<file path="config.mk">
export PLATFORM = sky130hd
export DESIGN_NAME = deque_with_running_stats_core
export DESIGN_NICKNAME = d
export VERILOG_FILES = /design/src/rtl/dqrs_pkg.sv /design/src/rtl/dqrs_ram.sv /design/src/rtl/dqrs_engine.sv /design/src/rtl/deque_with_running_stats_core.sv
export SDC_FILE = /design/constraint.sdc
export NUM_CORES = 1
export LEC_CHECK = 0
export BUFFER_PORTS_ARGS = -buffer_cell sky130_fd_sc_hd__buf_2
export CAP_MARGIN = 20
export CORE_MARGIN = 3
export CORE_UTILIZATION = 40
export DETAILED_ROUTE_END_ITERATION = 10
export GPL_ROUTABILITY_DRIVEN = 0
export REMOVE_ABC_BUFFERS = 1
export SYNTH_ARGS = -nofsm -noshare
export SYNTH_HDL_FRONTEND = slang
export SYNTH_HIERARCHICAL = 1
export SYNTH_SLANG_ARGS = --single-unit
export TNS_END_PERCENT = 30
</file>
<file path="constraint.sdc">
create_clock -name clk -period 8.2 [get_ports clk]
set_input_delay 0.82 -clock clk [delete_from_list [all_inputs] [get_ports clk]]
set_output_delay 0.82 -clock clk [all_outputs]
set_load 0.03 [all_outputs]
</file>
<file path="src/rtl/dqrs_pkg.sv">
// ----------------------------------------------------------------------------
// dqrs_pkg
// Shared types, constants and helpers for the deque with running statistics.
// ----------------------------------------------------------------------------
package dqrs_pkg;

  // Ring buffer geometry.
  localparam int DEPTH = 16;
  localparam int IDX_W = $clog2(DEPTH);
  localparam int CNT_W = $clog2(DEPTH + 1);

  // Field widths of the transactions.
  localparam int OP_W        = 3;
  localparam int VAL_W       = 32;
  localparam int STAT_W      = 2;
  localparam int ECNT_W      = 5;
  localparam int SUM_W       = 36;
  localparam int IN_TDATA_W  = 40;
  localparam int OUT_TDATA_W = 112;

  localparam logic [IDX_W:0] DEPTH_X   = (IDX_W + 1)'(DEPTH);
  localparam logic [CNT_W-1:0] DEPTH_C = CNT_W'(DEPTH);

  typedef enum logic [OP_W-1:0] {
    OP_PUSH_BACK  = 3'd0,
    OP_POP_BACK   = 3'd1,
    OP_PUSH_FRONT = 3'd2,
    OP_POP_FRONT  = 3'd3,
    OP_QUERY      = 3'd4
  } op_t;

  typedef enum logic [STAT_W-1:0] {
    STAT_DONE  = 2'd0,
    STAT_FULL  = 2'd1,
    STAT_EMPTY = 2'd2
  } status_t;

  typedef enum logic {
    ENG_IDLE,
    ENG_EXEC
  } eng_state_t;

  // One result; the first member lands in the highest bits when packed.
  typedef struct packed {
    logic [ECNT_W-1:0]       series;
    logic signed [SUM_W-1:0] checksum;
    logic signed [VAL_W-1:0] tail_value;
    logic signed [VAL_W-1:0] head_value;
    logic [ECNT_W-1:0]       entry_count;
    status_t                 status;
  } result_t;

  // Ring index plus an offset below DEPTH, wrapped once.
  function automatic logic [IDX_W-1:0] ring_add(input logic [IDX_W-1:0] idx,
                                                input logic [IDX_W-1:0] off);
    logic [IDX_W:0] s;
    s = {1'b0, idx} + {1'b0, off};
    if (s >= DEPTH_X) begin
      s = s - DEPTH_X;
    end
    return s[IDX_W-1:0];
  endfunction

endpackage

</file>
<file path="src/rtl/dqrs_ram.sv">
// ----------------------------------------------------------------------------
// dqrs_ram
// Simple dual-port synchronous RAM, one write and one registered read port.
// ----------------------------------------------------------------------------
module dqrs_ram #(
  parameter int  DEPTH_P = 16,
  parameter int  WIDTH_P = 32,
  localparam int ADDR_W  = $clog2(DEPTH_P)
) (
  input  logic               clk,
  input  logic               wr_en,
  input  logic [ADDR_W-1:0]  wr_addr,
  input  logic [WIDTH_P-1:0] wr_data,
  input  logic               rd_en,
  input  logic [ADDR_W-1:0]  rd_addr,
  output logic [WIDTH_P-1:0] rd_data
);

  logic [WIDTH_P-1:0] mem_r [DEPTH_P];
  logic [WIDTH_P-1:0] rd_data_r;

  // Write port.
  always_ff @(posedge clk) begin
    if (wr_en) begin
      mem_r[wr_addr] <= wr_data;
    end
  end

  // Read port; the data holds until the next read.
  always_ff @(posedge clk) begin
    if (rd_en) begin
      rd_data_r <= mem_r[rd_addr];
    end
  end

  assign rd_data = rd_data_r;

endmodule

</file>
<file path="src/rtl/dqrs_engine.sv">
// ----------------------------------------------------------------------------
// dqrs_engine
// Operation sequencer: reads the neighbor entry, updates the ring pointers,
// cached head and tail, sum and series count, and writes pushed values.
// ----------------------------------------------------------------------------
module dqrs_engine
  import dqrs_pkg::*;
(
  input  logic                    clk,
  input  logic                    rst_n,
  // Operation input
  input  logic                    op_valid,
  output logic                    op_ready,
  input  logic [OP_W-1:0]         op_code,
  input  logic signed [VAL_W-1:0] op_value,
  // Result output
  output logic                    res_valid,
  input  logic                    res_ready,
  output result_t                 res
);

  eng_state_t              state_r, state_nxt;
  op_t                     op_r, op_nxt;
  logic signed [VAL_W-1:0] val_r, val_nxt;
  logic [IDX_W-1:0]        front_r, front_nxt;
  logic [CNT_W-1:0]        count_r, count_nxt;
  logic signed [SUM_W-1:0] sum_r, sum_nxt;
  logic [CNT_W-1:0]        series_r, series_nxt;
  logic signed [VAL_W-1:0] head_r, head_nxt;
  logic signed [VAL_W-1:0] tail_r, tail_nxt;

  logic                    wr_en;
  logic [IDX_W-1:0]        wr_addr;
  logic                    rd_en;
  logic [IDX_W-1:0]        rd_addr;
  logic [VAL_W-1:0]        rd_data;
  logic signed [VAL_W-1:0] nbr;
  op_t                     in_op;
  status_t                 status;

  assign nbr   = $signed(rd_data);
  assign in_op = op_t'(op_code);

  // Entry storage.
  dqrs_ram #(
    .DEPTH_P (DEPTH),
    .WIDTH_P (VAL_W)
  ) u_ram (
    .clk     (clk),
    .wr_en   (wr_en),
    .wr_addr (wr_addr),
    .wr_data (val_r),
    .rd_en   (rd_en),
    .rd_addr (rd_addr),
    .rd_data (rd_data)
  );

  // State register and queue state.
  always_ff @(posedge clk) begin
    if (!rst_n) begin
      state_r  <= ENG_IDLE;
      front_r  <= '0;
      count_r  <= '0;
      sum_r    <= '0;
      series_r <= '0;
    end else begin
      state_r  <= state_nxt;
      front_r  <= front_nxt;
      count_r  <= count_nxt;
      sum_r    <= sum_nxt;
      series_r <= series_nxt;
    end
  end

  // Payload registers.
  always_ff @(posedge clk) begin
    op_r   <= op_nxt;
    val_r  <= val_nxt;
    head_r <= head_nxt;
    tail_r <= tail_nxt;
  end

  // Next state, memory accesses and statistics update.
  always_comb begin
    state_nxt  = state_r;
    op_nxt     = op_r;
    val_nxt    = val_r;
    front_nxt  = front_r;
    count_nxt  = count_r;
    sum_nxt    = sum_r;
    series_nxt = series_r;
    head_nxt   = head_r;
    tail_nxt   = tail_r;
    op_ready   = 1'b0;
    res_valid  = 1'b0;
    rd_en      = 1'b0;
    wr_en      = 1'b0;
    status     = STAT_DONE;
    wr_addr    = ring_add(front_r, IDX_W'(count_r));
    // A back pop needs the entry before the tail, a front pop the one after the head.
    if (in_op == OP_POP_BACK) begin
      rd_addr = ring_add(front_r, IDX_W'(count_r - CNT_W'(2)));
    end else begin
      rd_addr = ring_add(front_r, IDX_W'(1));
    end

    unique case (state_r)
      ENG_IDLE: begin
        op_ready = 1'b1;
        if (op_valid) begin
          op_nxt    = in_op;
          val_nxt   = op_value;
          rd_en     = 1'b1;
          state_nxt = ENG_EXEC;
        end
      end
      ENG_EXEC: begin
        unique case (op_r) inside
          OP_PUSH_BACK, OP_PUSH_FRONT: begin
            if (count_r == DEPTH_C) begin
              status = STAT_FULL;
            end else begin
              wr_en     = res_ready;
              count_nxt = count_r + CNT_W'(1);
              sum_nxt   = sum_r + SUM_W'(val_r);
              if (op_r == OP_PUSH_FRONT) begin
                front_nxt = (front_r == '0) ? IDX_W'(DEPTH - 1)
                                            : front_r - IDX_W'(1);
                wr_addr   = front_nxt;
                head_nxt  = val_r;
                if (count_r == '0) begin
                  tail_nxt = val_r;
                end
              end else begin
                tail_nxt = val_r;
                if (count_r == '0) begin
                  head_nxt = val_r;
                end
              end
              if (count_r == '0) begin
                series_nxt = CNT_W'(1);
              end else if ((op_r == OP_PUSH_BACK && tail_r > val_r) ||
                           (op_r == OP_PUSH_FRONT && val_r > head_r)) begin
                series_nxt = series_r + CNT_W'(1);
              end
            end
          end
          OP_POP_BACK, OP_POP_FRONT: begin
            if (count_r == '0) begin
              status = STAT_EMPTY;
            end else begin
              count_nxt = count_r - CNT_W'(1);
              if (op_r == OP_POP_BACK) begin
                sum_nxt  = sum_r - SUM_W'(tail_r);
                tail_nxt = nbr;
              end else begin
                sum_nxt   = sum_r - SUM_W'(head_r);
                head_nxt  = nbr;
                front_nxt = ring_add(front_r, IDX_W'(1));
              end
              if (count_r == CNT_W'(1)) begin
                series_nxt = '0;
              end else if ((op_r == OP_POP_BACK && nbr > tail_r) ||
                           (op_r == OP_POP_FRONT && head_r > nbr)) begin
                series_nxt = series_r - CNT_W'(1);
              end
            end
          end
          default: begin
            status = STAT_DONE;
          end
        endcase

        // Commit only when the result register can take the transaction.
        if (res_ready) begin
          res_valid = 1'b1;
          state_nxt = ENG_IDLE;
        end else begin
          front_nxt  = front_r;
          count_nxt  = count_r;
          sum_nxt    = sum_r;
          series_nxt = series_r;
          head_nxt   = head_r;
          tail_nxt   = tail_r;
        end
      end
      default: begin
        state_nxt = ENG_IDLE;
      end
    endcase
  end

  // Result built from the state after the operation.
  always_comb begin
    res.status      = status;
    res.entry_count = ECNT_W'(count_nxt);
    res.series      = ECNT_W'(series_nxt);
    res.checksum    = sum_nxt;
    res.head_value  = (count_nxt == '0) ? '0 : head_nxt;
    res.tail_value  = (count_nxt == '0) ? '0 : tail_nxt;
  end

endmodule

</file>
<file path="src/rtl/deque_with_running_stats_core.sv">
// ----------------------------------------------------------------------------
// deque_with_running_stats_core
// Double-ended queue of signed 32-bit values with running sum and series count.
// ----------------------------------------------------------------------------
// Each input transaction is one operation (push back, pop back, push front,
// pop front, query) and yields exactly one result transaction describing the
// queue afterwards. On acceptance in the idle state the entry next to the end
// being popped is read from the single-port-read entry RAM; the exec state
// then updates the pointers, sum and series count and writes a pushed value.
// One operation is in flight at a time, so no new transaction is accepted
// until the previous one has left the exec state; a result waiting in the
// output register does not hold off the next input, but the one after it
// waits until that result is taken. No clearing pass runs after reset.
module deque_with_running_stats_core
  import dqrs_pkg::*;
(
  input  logic                   clk,
  input  logic                   rst_n,
  // in_tdata: [2:0] opcode, [34:3] item_value, [39:35] zero
  input  logic                   in_tvalid,
  output logic                   in_tready,
  input  logic [IN_TDATA_W-1:0]  in_tdata,
  // out_tdata: [1:0] status, [6:2] entry_count, [38:7] head_value,
  // [70:39] tail_value, [106:71] checksum, [111:107] series
  output logic                   out_tvalid,
  input  logic                   out_tready,
  output logic [OUT_TDATA_W-1:0] out_tdata
);

  logic    res_valid;
  logic    res_ready;
  result_t res;
  logic    out_valid_r;
  result_t out_r;

  dqrs_engine u_engine (
    .clk       (clk),
    .rst_n     (rst_n),
    .op_valid  (in_tvalid),
    .op_ready  (in_tready),
    .op_code   (in_tdata[OP_W-1:0]),
    .op_value  ($signed(in_tdata[OP_W+VAL_W-1:OP_W])),
    .res_valid (res_valid),
    .res_ready (res_ready),
    .res       (res)
  );

  // Output register: free when empty or being drained this cycle.
  assign res_ready = !out_valid_r || out_tready;

  always_ff @(posedge clk) begin
    if (!rst_n) begin
      out_valid_r <= 1'b0;
    end else if (res_valid) begin
      out_valid_r <= 1'b1;
    end else if (out_tready) begin
      out_valid_r <= 1'b0;
    end
  end

  always_ff @(posedge clk) begin
    if (res_valid) begin
      out_r <= res;
    end
  end

  assign out_tvalid = out_valid_r;
  assign out_tdata  = OUT_TDATA_W'(out_r);

endmodule

</file>
==> results of run 1 <==
cells in the mapped netlist (all sizes together), types with 15 or more instances:
| master | n | area (µm²) |
|---|---|---|
| o22ai | 22 | 150.1 |
| buf | 51 | 257.7 |
| a21oi | 230 | 1159 |
| o211ai | 19 | 147.6 |
| nand3 | 45 | 225.2 |
| edfxtp | 691 | 20750 |
| ha | 214 | 2678 |
| and2 | 30 | 188.9 |
| nor2 | 255 | 957.2 |
| a211oi | 18 | 145.1 |
| xnor2 | 38 | 332.8 |
| nand2b | 15 | 101.3 |
| a22oi | 137 | 1028 |
| xor2 | 26 | 227.7 |
| mux4 | 128 | 2883 |
| o21ai | 79 | 395.4 |
| nor3 | 43 | 215.2 |
| clkbuf | 76 | 286.5 |
| nand2 | 151 | 569.3 |
| nor2b | 17 | 106.4 |
| nand4 | 40 | 250.2 |
| dfxtp | 116 | 2322 |
| a31oi | 28 | 196.4 |
| a21o | 43 | 326.6 |
| inv | 243 | 912.1 |
power by group:
group	switching [mW]	leakage, nW	total (mW)	internal (mW)
clock network	1.64	1.33	3.73	2.10
logic	1.06	7.71	1.67	0.606
registers	0.161	7.27	4.77	4.61
total	2.86	16.3	10.2	7.32
placed cells by master, fill, tap and decap left out, types with 20 or more instances in the layout:
master / Yosys / final
edfxtp_1: 691 / 691
inv_1: 243 / 243
nor2_1: 255 / 239
a21oi_1: 228 / 225
ha_1: 214 / 214
buf_2: 23 / 152
nand2_1: 150 / 149
a22oi_1: 137 / 137
mux4_2: 128 / 128
dfxtp_1: 116 / 116
clkbuf_16: 0 / 85
o21ai_0: 74 / 73
buf_4: 10 / 66
nand3_1: 45 / 45
a21o_1: 40 / 40
nand4_1: 40 / 40
nor3_1: 43 / 39
xnor2_1: 38 / 38
and2_1: 28 / 26
xor2_1: 26 / 26
a31oi_1: 26 / 26
o22ai_1: 20 / 20
cell type report:
class                   instances  area, µm²  share of cell area [%]
flip-flops and latches        807      23070                   52.67
multi-input cells            1770      14240                   32.50
clock buffers                 105       2242                   5.119
well taps                    1265       1583                   3.613
repair buffers                219       1284                   2.931
inverters                     244      915.9                   2.091
clock inverters                53      465.4                   1.063
diodes                          2      5.005                 0.01143
cells by family (layout without fill, tap and decap cells):
| logic type | Yosys count | in the layout | synth area share (%) |
|---|---|---|---|
| flops | 807 | 807 | 59.84 |
| compound gates | 698 | 698 | 12.17 |
| simple gates | 650 | 650 | 7.805 |
| buf+inv | 371 | 621 | 3.787 |
| fa+ha+maj | 218 | 218 | 7.152 |
| mux | 140 | 140 | 7.795 |
| xor+xnor | 64 | 64 | 1.454 |
| other cells | 0 | 2 | 0 |
worst max path at each step:
stage                                start                   endpoint  slack, ns  cells after the start
after global placement    u_engine/op_r[0]             out_tdata[105]       2.75                     15
final                     u_engine/op_r[0]             out_tdata[105]       2.54                     15
after detailed placement  u_engine/op_r[0]             out_tdata[105]       2.70                     15
after global routing      u_engine/op_r[0]             out_tdata[103]       2.21                     15
after floorplan                in_tdata[0]  u_engine/u_ram/rd_data[0]     -10.34                      5
after CTS                 u_engine/op_r[0]             out_tdata[105]       2.66                     15
flip-flops by register name (all words and copies together), names as in the netlist:
register                flops
u_engine/u_ram/rd_data     32
u_engine/front_r            4
u_engine/op_r               3
u_engine/state_r            1
u_engine/sum_r             36
u_engine/head_r            32
u_engine/val_r             32
u_engine/series_r           5
out_tvalid                  1
u_engine/tail_r            32
out_tdata                 112
u_engine/u_ram/mem_r      512
u_engine/count_r            5
stage by stage:
step           cells  area [µm²]  hold WS [ns]
5_1_grt         4463       43800        0.3120
3_3_place_gp    4304       41060        0.4659
4_1_cts         4462       43770        0.3058
2_1_floorplan   2821       38010        0.4584
3_5_place_dp    4304       41060        0.4874
6_report        4465       43800        0.3466
per-layer routing:
metal | vias up | wire length, µm | share of wire, %
met5 | - | 0 | 0
met4 | 0 | 2498 | 2.4
met3 | 139 | 7688 | 7.4
met2 | 933 | 47910 | 46
met1 | 12541 | 46410 | 44
li1 | 11633 | - | -
worst max-delay path, cell delays in order, from the launching register on:
cell and delay, ns:
edfxtp_1 0.78, nand2b_1 0.28, buf_4 0.27, nor2_4 0.57, o21ai_0 0.26, ha_1 0.27, fa_1 0.41, nor2b_1 0.18
o2111ai_1 0.17, a211oi_1 0.54, o31ai_2 0.21, o31ai_2 0.49, a31oi_1 0.22, o21ai_0 0.34, mux2i_1 0.30, nand2_1 0.08
==> flow_metrics.py, run 1 <==
metrics = {
    "outcome": {
        "status": "complete, no violations",
    },
    "synth": {
        "synth_cells": 2948,
        "ys.flop_type": "edfxtp_1",
        "syn_avg_cell_area_um2": 13.08,
        "synth_edf_count": 691,
        "synthArstFlopShare_pct": 0,
        "synth_cell_types": 98,
        "synth_seq_cells": 807,
        "ys.warnings.count": 6,
        "ys_seq_area_share_pct": 59.84,
        "synthesis.area_um2": 38560,
    },
    "clock_tree": {
        "htree_levels": 3,
        "cts_buffer_depth": 3,
        "root_buffer": "clkbuf_16",
        "post_cts_buffers": 0,
        "cts_hold_buf": 0,
        "clock-sinks": 807,
        "ctsResizeCount": 0,
        "clk_latency_ns": 0.65,
        "cts.clk_slew.worst_paths_ns": 0.06,
        "cts_buffers": 85,
        "cts_tree": "yes",
    },
    "floorplanning": {
        "initial_utilization_pct": 40.46,
        "dieHeight_um": 316.5,
        "rows": 113,
        "dieArea_um2": 100200,
        "num_io_pins": 158,
        "die_w_um": 316.5,
        "coreArea_um2": 95290,
    },
    "placed_design": {
        "dp_hpwl_um": 69540,
        "post-place-ws_ns": 2.701,
        "io_buffer_count": 152,
    },
    "grt": {
        "grt_pass1_wl_um": 156300,
        "use_met3_pct": 3.869,
        "grt_overflow": 0,
        "gr-usage-met2_pct": 32.86,
        "grt_max_degree": 65,
        "grt_usage_pct": 20.92,
        "use_met1_pct": 29.95,
        "antenna_found_initial": 2,
        "grt_pass1_vias": 24657,
        "busiest_layer": "met2",
    },
    "sta": {
        "slew_headroom_pct": 25.25,
        "worst_slew_pin_slew_ns": 1.119,
        "hold_violations": 0,
        "setup_slack_ns": 2.536,
        "setup_violations": 0,
        "min_period_ns": 5.664,
        "rsz0062_at_grt": "no",
        "max_freq_mhz": 176.6,
        "fin_skew_ns": 0.02778,
        "min_period_over_period_pct": 69.07,
        "tns_ns": 0,
        "maxSlewViolCount": 0,
    },
    "routing": {
        "drtIter0Drc": 2620,
        "post-route-drc-count": 0,
        "num_vias": 25246,
        "wire_per_inst_um": 23.41,
        "first_pass_iters": 6,
        "drt-total-wl_um": 104500,
        "vias_per_cell": 5.654,
        "antenna_left": 0,
    },
    "critical_path": {
        "worstPathRequired_ns": 8.58,
        "r2r_cells": 15,
        "regToRegSetupSlack_ns": 2.54,
        "arrival_ns": 6.04,
        "critPathKind": "flop to flop",
        "reg2reg_to": "out_tdata[105]",
        "worst_setup_path_end_kind": "flop",
        "worstSetupStartpointType": "flop",
        "r2r-start": "u_engine/op_r[0]",
        "crit_fanout": 34,
    },
    "finish": {
        "final_nets": 3389,
        "area_growth_pct": 13.61,
        "finalCoreUtilization_pct": 45.97,
        "drive_gt1_share_pct": 17.14,
        "fill_cells": 8633,
    },
    "power": {
        "ir_worst_vdd_uv": 141.9,
        "fin_total_pwr_mw": 10.18,
        "p_per_area_nw_per_um2": 232.3,
        "leakage_nw": 16.31,
    },
    "flow_run": {
        "drv_cap": 0,
    },
    "worst_hold_path": {
        "hold_path_class": "input pin to flop",
        "min_to": "u_engine/val_r[1]",
        "min_from": "in_tdata[4]",
        "min_path_cells": 1,
    },
}
(Power assumes the default switching activity.)
==> inputs of run 2 (changes only) <==
Clock period 8.2 ns to 5.5 ns, I/O delays scaled along.
==> flow_metrics.py, run 2 (synthesis gave the netlist of run 1 again) <==
metrics = {
    "routing": {
        "post-route-drc-count": 0,
        "antenna_left": 0,
        "drtIter0Drc": 2708,
        "wire_per_inst_um": 24.16,
        "num_vias": 25604,
        "first_pass_iters": 7,
        "vias_per_cell": 5.731,
        "drt-total-wl_um": 107900,
    },
    "critical_path": {
        "arrival_ns": 5.04,
        "slowest_stage": "o21ai_0",
        "r2r_cells": 13,
        "cp_top_family": "compound AO/OA/AOI/OAI gates",
        "crit_fanout": 26,
        "critPathKind": "flop to flop",
        "worst_setup_path_end_kind": "flop",
        "cp_cell_sequence": "nand2b_1 -> nor2_4 -> buf_4 -> a21oi_1 -> ha_1 -> nand2_1 -> o21ai_0 -> a31oi_1 -> o2111ai_1 -> a31oi_1 -> xnor2_1 -> a222oi_1 -> inv_1",
        "worstSetupStartpointType": "flop",
        "path_depth": 13,
        "path_buf_inv": 2,
        "crit_top_cell": "a31oi_1",
        "worstPathRequired_ns": 5.89,
        "slowest_delay_ns": 0.65,
    },
    "sta": {
        "rsz0062_at_grt": "no",
        "min_period_over_period_pct": 84.54,
        "hold_violations": 0,
        "slew_headroom_pct": 24.79,
        "max_freq_mhz": 215.1,
        "holdWs_ns": 0.05974,
        "worst_slew_pin_slew_ns": 1.126,
        "min_period_ns": 4.649,
        "fin_skew_ns": 0.02867,
        "setup_violations": 0,
        "maxSlewViolCount": 0,
    },
    "clock_tree": {
        "cts_tree": "yes",
        "clk_latency_ns": 0.67,
        "ctsResizeCount": 0,
        "cts.clk_slew.worst_paths_ns": 0.07,
        "cts_hold_buf": 0,
        "post_cts_buffers": 0,
        "root_buffer": "clkbuf_16",
        "cts_buffers": 85,
        "cts_buffer_depth": 3,
        "clock-sinks": 807,
        "htree_levels": 3,
    },
    "power": {
        "p_per_area_nw_per_um2": 351.2,
        "leakage_nw": 16.45,
        "ir_worst_vdd_uv": 255.5,
    },
    "floorplanning": {
        "dieArea_um2": 100200,
        "num_io_pins": 158,
        "die_w_um": 316.5,
        "rows": 113,
        "initial_utilization_pct": 40.46,
        "dieHeight_um": 316.5,
        "coreArea_um2": 95290,
    },
    "grt": {
        "use_met3_pct": 2.830,
        "grt_pass1_wl_um": 160100,
        "grt_usage_pct": 21.47,
        "grt_overflow": 0,
        "gr-usage-met2_pct": 34.14,
        "busiest_layer": "met2",
        "grt_max_degree": 91,
        "antenna_found_initial": 1,
        "use_met1_pct": 31.06,
        "grt_pass1_vias": 24821,
    },
    "placed_design": {
        "io_buffer_count": 152,
        "placed_area_um2": 41240,
        "dp_hpwl_um": 73440,
    },
    "flow_run": {
        "drv_cap": 0,
    },
    "finish": {
        "largest_reg_flops": 512,
        "final_nets": 3403,
        "multi_input_area_um2": 14240,
        "layout.cells.most_common": "edfxtp_1",
        "area_growth_pct": 14.34,
        "finalInstanceArea_um2": 44090,
        "finalCoreUtilization_pct": 46.26,
        "final_cell_mix": "edfxtp_1 (691), inv_1 (243), nor2_1 (239)",
        "num_antenna_cells": 0,
        "drive_gt1_share_pct": 17.45,
        "largest-register": "u_engine/u_ram/mem_r",
        "fill_cells": 8570,
        "seq_area_um2": 23070,
    },
    "worst_hold_path": {
        "hold_path_class": "input pin to flop",
        "min_path_cells": 1,
    },
    "outcome": {
        "status": "complete, no violations",
    },
}
[run 2: report_power, final]
part           leakage [nW]  switching, mW  internal (mW)  total (mW)
sequential             7.27          0.259           6.88        7.14
clock                  1.38           2.44           3.39        5.82
combinational          7.79           1.61          0.915        2.52
total                  16.4           4.30           11.2        15.5
[run 2: per-layer routing]
metal / part of all wire [%] / wire length (µm) / vias to the layer above
met3: 7.1 / 7713 / 160
met1: 44 / 47710 / 12777
met4: 2.5 / 2746 / 0
met5: 0 / 0 / -
li1: - / - / 11643
met2: 46 / 49760 / 1024
[run 2: path summary, 6_finish.rpt]
kind | from | end | slack, ns
max | u_engine/op_r[2] | out_tdata[96] | 0.85
min | in_tdata[9] | u_engine/val_r[6] | 0.06
max reg2reg | u_engine/op_r[2] | out_tdata[96] | 0.85
min reg2reg | u_engine/sum_r[35] | u_engine/sum_r[35] | 0.49
[run 2: cell type report]
class | count | area share (%)
clock buffer | 108 | 5.253
multi-input combinational | 1770 | 32.29
timing repair buffer | 233 | 3.247
sequential | 807 | 52.33
clock inverter | 41 | 1.203
inverter | 244 | 2.077
tap | 1265 | 3.590
[run 2: metrics by stage]
stage | cells | total power, mW | setup TNS [ns] | setup WS [ns]
finish | 4468 | 15.48 | 0 | 0.8505
global route | 4468 | 16.13 | 0 | 0.5985
CTS | 4468 | 15.58 | 0 | 0.9802
detailed placement | 4319 | 9.730 | 0 | 0.9821
global placement | 4319 | 9.703 | 0 | 1.018
floorplan | 2821 | 8.965 | -2576.24 | -12.77
